File: config.mk
export PLATFORM = sky130hd
export DESIGN_NAME = nmea_rmc_position_parser
export DESIGN_NICKNAME = d
export VERILOG_FILES = /design/src/nrpp_pkg.sv /design/src/nmea_rmc_position_parser.sv
export SDC_FILE = /design/constraint.sdc
export NUM_CORES = 2
export LEC_CHECK = 0
export CAP_MARGIN = 25
export CORE_AREA = 3 3 326 328
export CTS_CLUSTER_SIZE = 10
export DETAILED_ROUTE_END_ITERATION = 8
export DIE_AREA = 0 0 329 331
export DONT_BUFFER_PORTS = 1
export PLACE_DENSITY = 0.7
export SKIP_CTS_REPAIR_TIMING = 1
export SLEW_MARGIN = 40
export SYNTH_ARGS = -nofsm -noshare
export SYNTH_HDL_FRONTEND = slang
export SYNTH_SLANG_ARGS = --single-unit
File: constraint.sdc
create_clock -name i_clk -period 8.3 [get_ports i_clk]
set_input_delay 0.83 -clock i_clk [delete_from_list [all_inputs] [get_ports i_clk]]
set_output_delay 0.83 -clock i_clk [all_outputs]
set_load 0.01 [all_outputs]
File: src/nrpp_pkg.sv
`timescale 1ns / 1ps
`default_nettype none

package nrpp_pkg;

    // Number format limits
    localparam int COORD_INT_DIGITS  = 5;
    localparam int COORD_FRAC_DIGITS = 5;
    localparam int TIME_INT_DIGITS   = 6;
    localparam int TIME_FRAC_DIGITS  = 3;

    // Field and working widths
    localparam int IN_W        = 8;
    localparam int UTC_W       = 30;
    localparam int COORD_W     = 35;
    localparam int OUT_TDATA_W = ((UTC_W + 2 * COORD_W + 7) / 8) * 8;
    localparam int INT_ACC_W   = 20;
    localparam int FRAC_ACC_W  = 17;
    localparam int CNT_W       = 3;
    localparam int CINT_W      = 17;   // up to five integer digits
    localparam int DEG_W       = 10;
    localparam int MM_W        = 7;
    localparam int FSC_W       = 17;
    localparam int X_W         = 30;
    localparam int Q_W         = 24;
    localparam int E7_W        = 34;

    typedef logic [IN_W-1:0]       t_byte;
    typedef logic [UTC_W-1:0]      t_utc;
    typedef logic [COORD_W-1:0]    t_coord;
    typedef logic [INT_ACC_W-1:0]  t_acc_int;
    typedef logic [FRAC_ACC_W-1:0] t_acc_frac;
    typedef logic [CNT_W-1:0]      t_cnt;
    typedef logic [CINT_W-1:0]     t_cint;
    typedef logic [DEG_W-1:0]      t_deg;
    typedef logic [MM_W-1:0]       t_mm;
    typedef logic [FSC_W-1:0]      t_fsc;
    typedef logic [X_W-1:0]        t_x;
    typedef logic [Q_W-1:0]        t_q;
    typedef logic [E7_W-1:0]       t_e7;

    // Parser phase
    typedef enum logic [3:0] {
        PH_HUNT    = 4'd0,
        PH_P       = 4'd1,
        PH_R       = 4'd2,
        PH_M       = 4'd3,
        PH_C       = 4'd4,
        PH_COMMA0  = 4'd5,
        PH_TIME    = 4'd6,
        PH_A       = 4'd7,
        PH_COMMA1  = 4'd8,
        PH_LAT     = 4'd9,
        PH_LATHEMI = 4'd10,
        PH_COMMA2  = 4'd11,
        PH_LON     = 4'd12,
        PH_LONHEMI = 4'd13
    } t_phase;

    // Verdict on one byte of a number field
    typedef enum logic [1:0] {
        NUM_MORE = 2'd0,
        NUM_END  = 2'd1,
        NUM_BAD  = 2'd2
    } t_num_res;

    // Characters
    localparam t_byte CH_G     = 8'h47;
    localparam t_byte CH_P     = 8'h50;
    localparam t_byte CH_R     = 8'h52;
    localparam t_byte CH_M     = 8'h4D;
    localparam t_byte CH_C     = 8'h43;
    localparam t_byte CH_A     = 8'h41;
    localparam t_byte CH_S     = 8'h53;
    localparam t_byte CH_W     = 8'h57;
    localparam t_byte CH_COMMA = 8'h2C;
    localparam t_byte CH_POINT = 8'h2E;
    localparam t_byte CH_0     = 8'h30;
    localparam t_byte CH_9     = 8'h39;

    // Saturation point of the fraction digit count
    localparam t_cnt FRAC_CNT_MAX = 3'd7;

    // Powers of ten, 10^0 .. 10^7
    function automatic logic [23:0] pow10(input t_cnt n);
        logic [23:0] v;
        case (n)
            3'd0:    v = 24'd1;
            3'd1:    v = 24'd10;
            3'd2:    v = 24'd100;
            3'd3:    v = 24'd1000;
            3'd4:    v = 24'd10000;
            3'd5:    v = 24'd100000;
            3'd6:    v = 24'd1000000;
            default: v = 24'd10000000;
        endcase
        return v;
    endfunction

    // Scale factors of the conversion
    localparam t_utc  MS_PER_S  = 30'd1000;
    localparam t_cint DEG_DIV   = 17'd100;
    localparam t_e7   DEG_SCALE = 34'd10000000;
    // minutes * 1e7: whole minutes carry 10^F * 10^(7-F)
    localparam t_x    MM_SCALE  = 30'd10000000;
    localparam t_x    MIN_SCALE = t_x'(10 ** (7 - COORD_FRAC_DIGITS));

    // int / 100 = (int >> 2) / 25, by reciprocal 5243 / 2^17
    localparam logic [31:0] DEG_RECIP = 32'd5243;
    localparam int          DEG_SHIFT = 17;
    // x / 60 = (x >> 2) / 15, by reciprocal 0x88888889 / 2^35
    localparam logic [59:0] MIN_RECIP = 60'h0_0000_0088_8888_89;
    localparam int          MIN_SHIFT = 35;

endpackage

`default_nettype wire

File: src/nmea_rmc_position_parser.sv
`timescale 1ns / 1ps
`default_nettype none
// NMEA RMC position parser.
// Slave stream (i_tvalid/i_tready/i_tdata) carries one received character
// per item. The parser hunts for "GPRMC", reads the UTC time, checks ",A,",
// reads latitude and longitude with their hemisphere characters and, on the
// final hemisphere character, puts one result on the master stream
// (o_tvalid/o_tready/o_tdata): time in ms and both coordinates in signed
// 1e-7 degrees. Any unexpected character sends it back to hunting.
// Throughput: one character per cycle while i_tready is high. Each character
// is handled by the parser register; coordinate conversion runs through a
// five-register pipeline (launch, four arithmetic stages) beside it.
// A result passes from the launch register through s1 .. s4 into the output
// register, shows on o_tvalid there and is held until o_tready.
// Stall: characters keep flowing while a result waits; only the final
// hemisphere character of a following sentence is held off (i_tready low)
// while an earlier result still sits in the pipeline or output register.
// Reset (i_rst_n low, synchronous): back to hunting, pipeline and output
// emptied.
module nmea_rmc_position_parser (
    input  wire         i_clk,
    input  wire         i_rst_n,
    input  wire         i_tvalid,
    output logic        i_tready,
    input  wire  [7:0]  i_tdata,   // [7:0] rx_byte
    output logic        o_tvalid,
    input  wire         o_tready,
    output logic [nrpp_pkg::OUT_TDATA_W-1:0] o_tdata
    // o_tdata: [29:0] utc_time_ms, [64:30] latitude_e7, [99:65] longitude_e7,
    //          [103:100] zero
);

    // ---------------------------------------------------------------
    // Parser state
    nrpp_pkg::t_phase    r_phase, n_phase;
    nrpp_pkg::t_acc_int  r_int;
    nrpp_pkg::t_acc_frac r_frac;
    nrpp_pkg::t_cnt      r_int_cnt;
    nrpp_pkg::t_cnt      r_frac_cnt;
    logic                r_point;
    nrpp_pkg::t_utc      r_time_hold;
    nrpp_pkg::t_coord    r_lat_hold;

    logic                w_acc;
    nrpp_pkg::t_byte     w_b;
    logic                w_digit;
    logic [3:0]          w_d;
    nrpp_pkg::t_cnt      w_max_int;
    nrpp_pkg::t_cnt      w_max_frac;
    logic                w_in_num;
    nrpp_pkg::t_num_res  w_num_res;
    logic                w_fail;
    logic                w_clear;
    logic                w_num_step;
    logic                w_time_load;
    logic                w_launch;
    logic                w_launch_lon;
    nrpp_pkg::t_cnt      w_kept_time;
    nrpp_pkg::t_cnt      w_kept_coord;
    nrpp_pkg::t_utc      w_time_ms;
    logic                w_lon_busy;

    assign w_acc = i_tvalid && i_tready;
    assign w_b   = i_tdata;

    // Number field decode
    always_comb begin
        w_digit    = (w_b >= nrpp_pkg::CH_0) && (w_b <= nrpp_pkg::CH_9);
        w_d        = 4'(w_b - nrpp_pkg::CH_0);
        w_in_num   = (r_phase == nrpp_pkg::PH_TIME) || (r_phase == nrpp_pkg::PH_LAT) ||
                     (r_phase == nrpp_pkg::PH_LON);
        w_max_int  = (r_phase == nrpp_pkg::PH_TIME) ?
                     nrpp_pkg::t_cnt'(nrpp_pkg::TIME_INT_DIGITS) :
                     nrpp_pkg::t_cnt'(nrpp_pkg::COORD_INT_DIGITS);
        w_max_frac = (r_phase == nrpp_pkg::PH_TIME) ?
                     nrpp_pkg::t_cnt'(nrpp_pkg::TIME_FRAC_DIGITS) :
                     nrpp_pkg::t_cnt'(nrpp_pkg::COORD_FRAC_DIGITS);
        if (w_digit) begin
            w_num_res = (!r_point && (r_int_cnt >= w_max_int)) ?
                        nrpp_pkg::NUM_BAD : nrpp_pkg::NUM_MORE;
        end else if (w_b == nrpp_pkg::CH_POINT) begin
            w_num_res = r_point ? nrpp_pkg::NUM_BAD : nrpp_pkg::NUM_MORE;
        end else if (w_b == nrpp_pkg::CH_COMMA) begin
            w_num_res = ((r_int_cnt == '0) && (r_frac_cnt == '0)) ?
                        nrpp_pkg::NUM_BAD : nrpp_pkg::NUM_END;
        end else begin
            w_num_res = nrpp_pkg::NUM_BAD;
        end
    end

    // Next phase
    always_comb begin
        w_fail  = 1'b0;
        n_phase = r_phase;
        unique case (r_phase)
            nrpp_pkg::PH_HUNT: begin
                if (w_b == nrpp_pkg::CH_G) n_phase = nrpp_pkg::PH_P; else w_fail = 1'b1;
            end
            nrpp_pkg::PH_P: begin
                if (w_b == nrpp_pkg::CH_P) n_phase = nrpp_pkg::PH_R; else w_fail = 1'b1;
            end
            nrpp_pkg::PH_R: begin
                if (w_b == nrpp_pkg::CH_R) n_phase = nrpp_pkg::PH_M; else w_fail = 1'b1;
            end
            nrpp_pkg::PH_M: begin
                if (w_b == nrpp_pkg::CH_M) n_phase = nrpp_pkg::PH_C; else w_fail = 1'b1;
            end
            nrpp_pkg::PH_C: begin
                if (w_b == nrpp_pkg::CH_C) n_phase = nrpp_pkg::PH_COMMA0; else w_fail = 1'b1;
            end
            nrpp_pkg::PH_COMMA0: begin
                if (w_b == nrpp_pkg::CH_COMMA) n_phase = nrpp_pkg::PH_TIME;
                else w_fail = 1'b1;
            end
            nrpp_pkg::PH_TIME: begin
                if (w_num_res == nrpp_pkg::NUM_BAD) w_fail = 1'b1;
                else if (w_num_res == nrpp_pkg::NUM_END) n_phase = nrpp_pkg::PH_A;
            end
            nrpp_pkg::PH_A: begin
                if (w_b == nrpp_pkg::CH_A) n_phase = nrpp_pkg::PH_COMMA1; else w_fail = 1'b1;
            end
            nrpp_pkg::PH_COMMA1: begin
                if (w_b == nrpp_pkg::CH_COMMA) n_phase = nrpp_pkg::PH_LAT;
                else w_fail = 1'b1;
            end
            nrpp_pkg::PH_LAT: begin
                if (w_num_res == nrpp_pkg::NUM_BAD) w_fail = 1'b1;
                else if (w_num_res == nrpp_pkg::NUM_END) n_phase = nrpp_pkg::PH_LATHEMI;
            end
            nrpp_pkg::PH_LATHEMI: n_phase = nrpp_pkg::PH_COMMA2;
            nrpp_pkg::PH_COMMA2: begin
                if (w_b == nrpp_pkg::CH_COMMA) n_phase = nrpp_pkg::PH_LON;
                else w_fail = 1'b1;
            end
            nrpp_pkg::PH_LON: begin
                if (w_num_res == nrpp_pkg::NUM_BAD) w_fail = 1'b1;
                else if (w_num_res == nrpp_pkg::NUM_END) n_phase = nrpp_pkg::PH_LONHEMI;
            end
            nrpp_pkg::PH_LONHEMI: n_phase = nrpp_pkg::PH_HUNT;
            default: w_fail = 1'b1;
        endcase
        // a mismatching 'G' already starts the next header
        if (w_fail) begin
            n_phase = (w_b == nrpp_pkg::CH_G) ? nrpp_pkg::PH_P : nrpp_pkg::PH_HUNT;
        end
    end

    // Phase outputs: datapath controls
    always_comb begin
        w_clear      = 1'b0;
        w_num_step   = 1'b0;
        w_time_load  = 1'b0;
        w_launch     = 1'b0;
        w_launch_lon = 1'b0;
        unique case (r_phase)
            nrpp_pkg::PH_COMMA0, nrpp_pkg::PH_COMMA1, nrpp_pkg::PH_COMMA2: begin
                w_clear = (w_b == nrpp_pkg::CH_COMMA);
            end
            nrpp_pkg::PH_TIME: begin
                w_num_step  = (w_num_res == nrpp_pkg::NUM_MORE);
                w_time_load = (w_num_res == nrpp_pkg::NUM_END);
            end
            nrpp_pkg::PH_LAT, nrpp_pkg::PH_LON: begin
                w_num_step = (w_num_res == nrpp_pkg::NUM_MORE);
            end
            nrpp_pkg::PH_LATHEMI: w_launch = 1'b1;
            nrpp_pkg::PH_LONHEMI: begin
                w_launch     = 1'b1;
                w_launch_lon = 1'b1;
            end
            default: ;
        endcase
    end

    // Kept fraction digits and time in ms
    always_comb begin
        w_kept_time  = (r_frac_cnt < nrpp_pkg::t_cnt'(nrpp_pkg::TIME_FRAC_DIGITS)) ?
                       r_frac_cnt : nrpp_pkg::t_cnt'(nrpp_pkg::TIME_FRAC_DIGITS);
        w_kept_coord = (r_frac_cnt < nrpp_pkg::t_cnt'(nrpp_pkg::COORD_FRAC_DIGITS)) ?
                       r_frac_cnt : nrpp_pkg::t_cnt'(nrpp_pkg::COORD_FRAC_DIGITS);
        w_time_ms    = nrpp_pkg::t_utc'(nrpp_pkg::t_utc'(r_int) * nrpp_pkg::MS_PER_S) +
                       nrpp_pkg::t_utc'(nrpp_pkg::t_utc'(r_frac) * nrpp_pkg::t_utc'(
                           nrpp_pkg::pow10(nrpp_pkg::t_cnt'(nrpp_pkg::TIME_FRAC_DIGITS) -
                                           w_kept_time)));
    end

    w_in_num_unused_guard: assert final (1'b1);

    // Parser registers
    always_ff @(posedge i_clk) begin
        if (!i_rst_n) begin
            r_phase    <= nrpp_pkg::PH_HUNT;
            r_int_cnt  <= '0;
            r_frac_cnt <= '0;
            r_point    <= 1'b0;
        end else if (w_acc) begin
            r_phase <= n_phase;
            if (w_clear) begin
                r_int_cnt  <= '0;
                r_frac_cnt <= '0;
                r_point    <= 1'b0;
            end else if (w_in_num && w_num_step) begin
                if (w_digit) begin
                    if (!r_point) begin
                        r_int_cnt <= r_int_cnt + 3'd1;
                    end else if (r_frac_cnt < nrpp_pkg::FRAC_CNT_MAX) begin
                        r_frac_cnt <= r_frac_cnt + 3'd1;
                    end
                end else begin
                    r_point <= 1'b1;
                end
            end
        end
    end

    // Accumulators and held time
    always_ff @(posedge i_clk) begin
        if (w_acc) begin
            if (w_clear) begin
                r_int  <= '0;
                r_frac <= '0;
            end else if (w_in_num && w_num_step && w_digit) begin
                if (!r_point) begin
                    r_int <= nrpp_pkg::t_acc_int'(r_int * 5'd10 + nrpp_pkg::t_acc_int'(w_d));
                end else if (r_frac_cnt < w_max_frac) begin
                    r_frac <= nrpp_pkg::t_acc_frac'(r_frac * 5'd10 +
                                                    nrpp_pkg::t_acc_frac'(w_d));
                end
            end
            if (w_time_load) begin
                r_time_hold <= w_time_ms;
            end
        end
    end

    // ---------------------------------------------------------------
    // Conversion pipeline: launch, s1 .. s4, then latitude hold or output
    logic                r_s0_vld, r_s1_vld, r_s2_vld, r_s3_vld, r_s4_vld;
    logic                r_s0_lon, r_s1_lon, r_s2_lon, r_s3_lon, r_s4_lon;
    logic                r_s0_neg, r_s1_neg, r_s2_neg, r_s3_neg, r_s4_neg;
    nrpp_pkg::t_cint     r_s0_int, r_s1_int;
    nrpp_pkg::t_acc_frac r_s0_frac;
    nrpp_pkg::t_cnt      r_s0_shift;
    nrpp_pkg::t_deg      r_s1_deg;
    nrpp_pkg::t_fsc      r_s1_fsc, r_s2_fsc;
    nrpp_pkg::t_mm       r_s2_mm;
    nrpp_pkg::t_e7       r_s2_deg_e7, r_s3_deg_e7, r_s4_deg_e7;
    nrpp_pkg::t_x        r_s3_x;
    nrpp_pkg::t_q        r_s4_q;

    logic [31:0]         w_deg_prod;
    logic [33:0]         w_fsc_prod;
    nrpp_pkg::t_cint     w_hund;
    nrpp_pkg::t_cint     w_mm_full;
    logic [59:0]         w_min_prod;
    nrpp_pkg::t_e7       w_mag;
    nrpp_pkg::t_coord    w_coord;

    always_comb begin
        w_deg_prod = 32'(r_s0_int[nrpp_pkg::CINT_W-1:2]) * nrpp_pkg::DEG_RECIP;
        w_fsc_prod = 34'(r_s0_frac) * 34'(nrpp_pkg::pow10(r_s0_shift));
        w_hund     = nrpp_pkg::t_cint'(r_s1_deg) * nrpp_pkg::DEG_DIV;
        w_mm_full  = r_s1_int - w_hund;
        w_min_prod = 60'(r_s3_x[nrpp_pkg::X_W-1:2]) * nrpp_pkg::MIN_RECIP;
        w_mag      = r_s4_deg_e7 + nrpp_pkg::t_e7'(r_s4_q);
        w_coord    = r_s4_neg ? (nrpp_pkg::t_coord'(0) - nrpp_pkg::t_coord'(w_mag)) :
                                nrpp_pkg::t_coord'(w_mag);
    end

    // Pipeline valid and tag bits
    always_ff @(posedge i_clk) begin
        if (!i_rst_n) begin
            r_s0_vld <= 1'b0;
            r_s1_vld <= 1'b0;
            r_s2_vld <= 1'b0;
            r_s3_vld <= 1'b0;
            r_s4_vld <= 1'b0;
        end else begin
            r_s0_vld <= w_acc && w_launch;
            r_s1_vld <= r_s0_vld;
            r_s2_vld <= r_s1_vld;
            r_s3_vld <= r_s2_vld;
            r_s4_vld <= r_s3_vld;
        end
    end

    // Pipeline payload
    always_ff @(posedge i_clk) begin
        // launch: capture the finished number and hemisphere
        r_s0_lon   <= w_launch_lon;
        r_s0_neg   <= (w_b == nrpp_pkg::CH_S) || (w_b == nrpp_pkg::CH_W);
        r_s0_int   <= r_int[nrpp_pkg::CINT_W-1:0];
        r_s0_frac  <= r_frac;
        r_s0_shift <= nrpp_pkg::t_cnt'(nrpp_pkg::COORD_FRAC_DIGITS) - w_kept_coord;
        // s1: whole degrees, scaled fraction
        r_s1_lon   <= r_s0_lon;
        r_s1_neg   <= r_s0_neg;
        r_s1_int   <= r_s0_int;
        r_s1_deg   <= w_deg_prod[nrpp_pkg::DEG_SHIFT +: nrpp_pkg::DEG_W];
        r_s1_fsc   <= nrpp_pkg::t_fsc'(w_fsc_prod);
        // s2: whole minutes, degrees in 1e-7
        r_s2_lon    <= r_s1_lon;
        r_s2_neg    <= r_s1_neg;
        r_s2_mm     <= w_mm_full[nrpp_pkg::MM_W-1:0];
        r_s2_fsc    <= r_s1_fsc;
        r_s2_deg_e7 <= nrpp_pkg::t_e7'(r_s1_deg) * nrpp_pkg::DEG_SCALE;
        // s3: minutes times 1e7 in raw units
        r_s3_lon    <= r_s2_lon;
        r_s3_neg    <= r_s2_neg;
        r_s3_deg_e7 <= r_s2_deg_e7;
        r_s3_x      <= nrpp_pkg::t_x'(nrpp_pkg::t_x'(r_s2_mm) * nrpp_pkg::MM_SCALE) +
                       nrpp_pkg::t_x'(nrpp_pkg::t_x'(r_s2_fsc) * nrpp_pkg::MIN_SCALE);
        // s4: divide by sixty
        r_s4_lon    <= r_s3_lon;
        r_s4_neg    <= r_s3_neg;
        r_s4_deg_e7 <= r_s3_deg_e7;
        r_s4_q      <= w_min_prod[nrpp_pkg::MIN_SHIFT +: nrpp_pkg::Q_W];
        // latitude lands in its hold register
        if (r_s4_vld && !r_s4_lon) begin
            r_lat_hold <= w_coord;
        end
    end

    // ---------------------------------------------------------------
    // Output register
    logic             r_out_vld;
    nrpp_pkg::t_utc   r_out_time;
    nrpp_pkg::t_coord r_out_lat;
    nrpp_pkg::t_coord r_out_lon;
    logic             w_out_load;

    assign w_out_load = r_s4_vld && r_s4_lon;

    always_ff @(posedge i_clk) begin
        if (!i_rst_n) begin
            r_out_vld <= 1'b0;
        end else begin
            r_out_vld <= w_out_load || (r_out_vld && !o_tready);
        end
    end

    always_ff @(posedge i_clk) begin
        if (w_out_load) begin
            r_out_time <= r_time_hold;
            r_out_lat  <= r_lat_hold;
            r_out_lon  <= w_coord;
        end
    end

    // One result in flight at most: hold off the next final character
    assign w_lon_busy = (r_s0_vld && r_s0_lon) || (r_s1_vld && r_s1_lon) ||
                        (r_s2_vld && r_s2_lon) || (r_s3_vld && r_s3_lon) ||
                        (r_s4_vld && r_s4_lon) || r_out_vld;
    assign i_tready   = !((r_phase == nrpp_pkg::PH_LONHEMI) && w_lon_busy);

    assign o_tvalid = r_out_vld;
    assign o_tdata  = {{(nrpp_pkg::OUT_TDATA_W - nrpp_pkg::UTC_W - 2 * nrpp_pkg::COORD_W){1'b0}},
                       r_out_lon, r_out_lat, r_out_time};

endmodule

`default_nettype wire

==> summary.txt <==
Floorplan
  • Die area: 109000 um^2
  • Die width: 329 um
  • Initial Util: 48.9%
  • Ports: 118
  • Die Y: 331 um
  • Core ar.: 103000 um^2
  • Site Rows: 118

Synthesis
  • Unique masters post-synth: 99
  • Largest area contributor in the netlist: fa_1
  • Dominant cell by count in the synthesized netlist: inv_1
  • Warnings from Yosys: 0
  • Seq/Total Area, Yosys: 22.1%
  • Top cells by area, synth: fa_1 26%, ha_1 20%, edfxtp_1 12%
  • Asr flop ratio synth: 0%
  • Synthesized area: 50600 um^2
  • Post-synth EDFFs: 202
  • Top-area cell type share of the netlist area: 26.5%
  • Mapped Cells: 5018
  • Synth Flop Type: dfxtp_1
  • Avg Cell Area, Syn: 10.1 um^2
  • FF+latch count, synth: 457
  • Commonest cells in the netlist: 1159 x inv_1, 810 x ha_1, 670 x fa_1, 269 x nand2_1, 255 x dfxtp_1

Worst setup path
  • Max FO, Critical Path: 4
  • CP max stage cell: fa_1
  • CP endpoint kind: flop
  • Arrival time of the worst setup path: 9.02 ns
  • CP most frequent cell: fa_1
  • Slowest stage delay, CP: 0.54 ns
  • Critical path type: reg2reg
  • CP startpoint kind: flop
  • Worst EP required: 8.71 ns

Global routing
  • Largest net degree at the start of global routing: 80
  • Initial antenna violation count: 1
  • Vias in the first global route: 35900
  • First-pass GRT wire length: 175 mm
  • Grt ovf: 0
  • GRT Overall Usage: 19.9%

Timing
  • Hold Violations, Final: 0
  • Final count of negative-setup-slack endpoints: 5
  • Setup WS post-layout: -0.308 ns
  • Worst Tran Pin Value: 0.778 ns
  • Period utilization: 104%
  • Fin. max-slew vios: 0
  • Final Skew: 0.0470 ns
  • Max frequency: 0.116 GHz
  • Hold slack: 0.283 ns
  • Slew margin rel.: 48.0%
  • Tmin final: 8.61 ns
  • RSZ-0062 raised after global routing: true

Power and ir drop
  • PD cells: 184 nW/um^2
  • Peak VDD IR: 462 uV
  • Net Sw Frac: 36.4%
  • Lkg Pwr: 27.6 nW
  • Internal Power: 6.51 mW
  • Seq pwr share: 25.0%
  • Combinational power share: 52.6%
  • Sw Pwr: 3.73 mW
  • Clock power frac: 22.5%

Finish
  • Antenna cells: 0
  • Final net count: 6777
  • Share of cells above drive strength 1: 5.92%
  • Area Growth Syn to Fin: 10.0%

Place
  • Port Buffers: 0
  • Post-place setup slack: -0.556 ns
  • RD Place Congestion: 0.931
  • HPWL Detailed: 87.2 mm

Route
  • Routed wire length: 104 mm
  • Met2 routed WL: 50.8 mm
  • Top sig layer: met4
  • DRT Pass-1 Iters: 6
  • Via density: 5.04
  • Via count: 33800
  • Drt drc: 0
  • Mean routed wirelength per cell: 15.6 um
  • Post-route ant nets: 0
  • Wl on met1: 44.5 mm
  • Initial DRC Count: 1536
  • Routed wl met3: 5.82 mm

Flow run
  • Maxcap violations: 0

Worst hold path
  • Type of the worst min-delay path: in2reg

Clocking
  • Clock Latency Late Sink: 0.66 ns
  • Maximum root-to-sink buffer count: 3
  • Num CTS Buffers: 56
  • CTS Root Cell: clkbuf_16
  • H-tree levels: 2
  • TritonCTS Sinks: 457
  • Clock-pin slew on the worst setup and hold paths: 0.06 ns
  • CTS tree: done

Run status
  • Status: complete, but fails checks
  • Violated checks: setup timing
power by group through the flow:
| stage | logic (mW) | registers (mW) | clock network [mW] |
|---|---|---|---|
| after CTS | 4.70 | 2.55 | 2.37 |
| after global routing | 6.04 | 2.55 | 2.45 |
| after global placement | 4.49 | 2.60 | 0 |
| final | 5.38 | 2.55 | 2.30 |
| after floorplan | 3.24 | 2.60 | 0 |
| after detailed placement | 4.66 | 2.60 | 0 |
metal layers:
metal  global-route usage, %  vias to the layer above
li1                        -                    16500
met1                    24.6                    16400
met2                    35.1                      703
met3                    3.97                      190
met4                    6.00                        0
met5                       0                        -
area by class of cell:
cell class              count  area [um^2]
clock buffers              85         1560
clock inverters            13          170
fillers                  8957        47800
inverters                1159         4350
multi-input cells        3480        35700
flip-flops and latches    457        11200
well taps                1380         1730
repair buffers            131          995
stage by stage:
step                      instances  setup TNS (ns)  area, um^2  utilization [%]  power (mW)
final                          6705           -1.08       55700             53.8        10.2
after CTS                      6694           -2.21       55400             53.5        9.63
after global routing           6705           -2.88       55700             53.8        11.0
after global placement         6596           -1.49       53600             51.8        7.10
after detailed placement       6596           -2.26       53700             51.8        7.26
after floorplan                5177          -0.269       51300                -        5.85
worst max-delay path: cells and delay by family, from the launching register on:
family / cells / cell delay (ns)
AO/OA/AOI/OAI: 8 / 1.77
XOR/XNOR: 2 / 0.17
AND/OR/NAND/NOR: 3 / 0.96
adder cells (fa/ha/maj): 11 / 4.35
buffers and inverters: 7 / 0.71
flip-flops: 1 / 0.40
worst paths after layout:
kind                        start              end  slack [ns]  cells after the start
setup / recovery         r_int[2]  r_time_hold[29]       -0.31                     31
hold / removal         i_tdata[0]        r_frac[0]        0.28                      0
setup reg to reg         r_int[2]  r_time_hold[29]       -0.31                     31
hold reg to reg   r_s3_deg_e7[33]  r_s4_deg_e7[33]        0.32                      0
cell families (layout without fill, tap and decap cells):
kind of cell	Yosys count	count (layout)	share of synthesized area, %
simple gates	945	945	9.19
mux	7	7	0.153
buf+inv	1240	1388	9.24
compound gates	578	578	7.49
other cells	2	161	0.0148
flops	457	457	22.1
xor+xnor	308	308	5.33
fa+ha+maj	1481	1481	46.5
flip-flops by register name, summed over array words and instances (netlist names), 4 cells and up:
signal and flops:
r_frac 17, r_s1_int 7, r_s4_q 24, r_s3_deg_e7 27
r_s2_mm 7, r_s2_fsc 17, r_s1_fsc 17, r_s2_deg_e7 27
r_s0_frac 17, r_out_lon 35, r_time_hold 30, r_out_time 30
r_int 20, r_s1_deg 10, r_s0_int 17, r_s3_x 28
r_phase 4, r_out_lat 35, r_lat_hold 35, r_s4_deg_e7 27
layout by cell type (no fill, tap or decap), types with 64 or more instances in the layout:
cell and n:
inv_1 1144, ha_1 802, fa_1 670, nand2_1 268, dfxtp_1 255, xnor2_1 225, nor2_1 218, edfxtp_1 202
conb_1 161, a21oi_1 156, buf_4 128, o21ai_0 98, xor2_1 80, nand3_1 77, and2_1 75, a21o_1 68
nor3_1 64
Power figures use the tool's default switching activity.
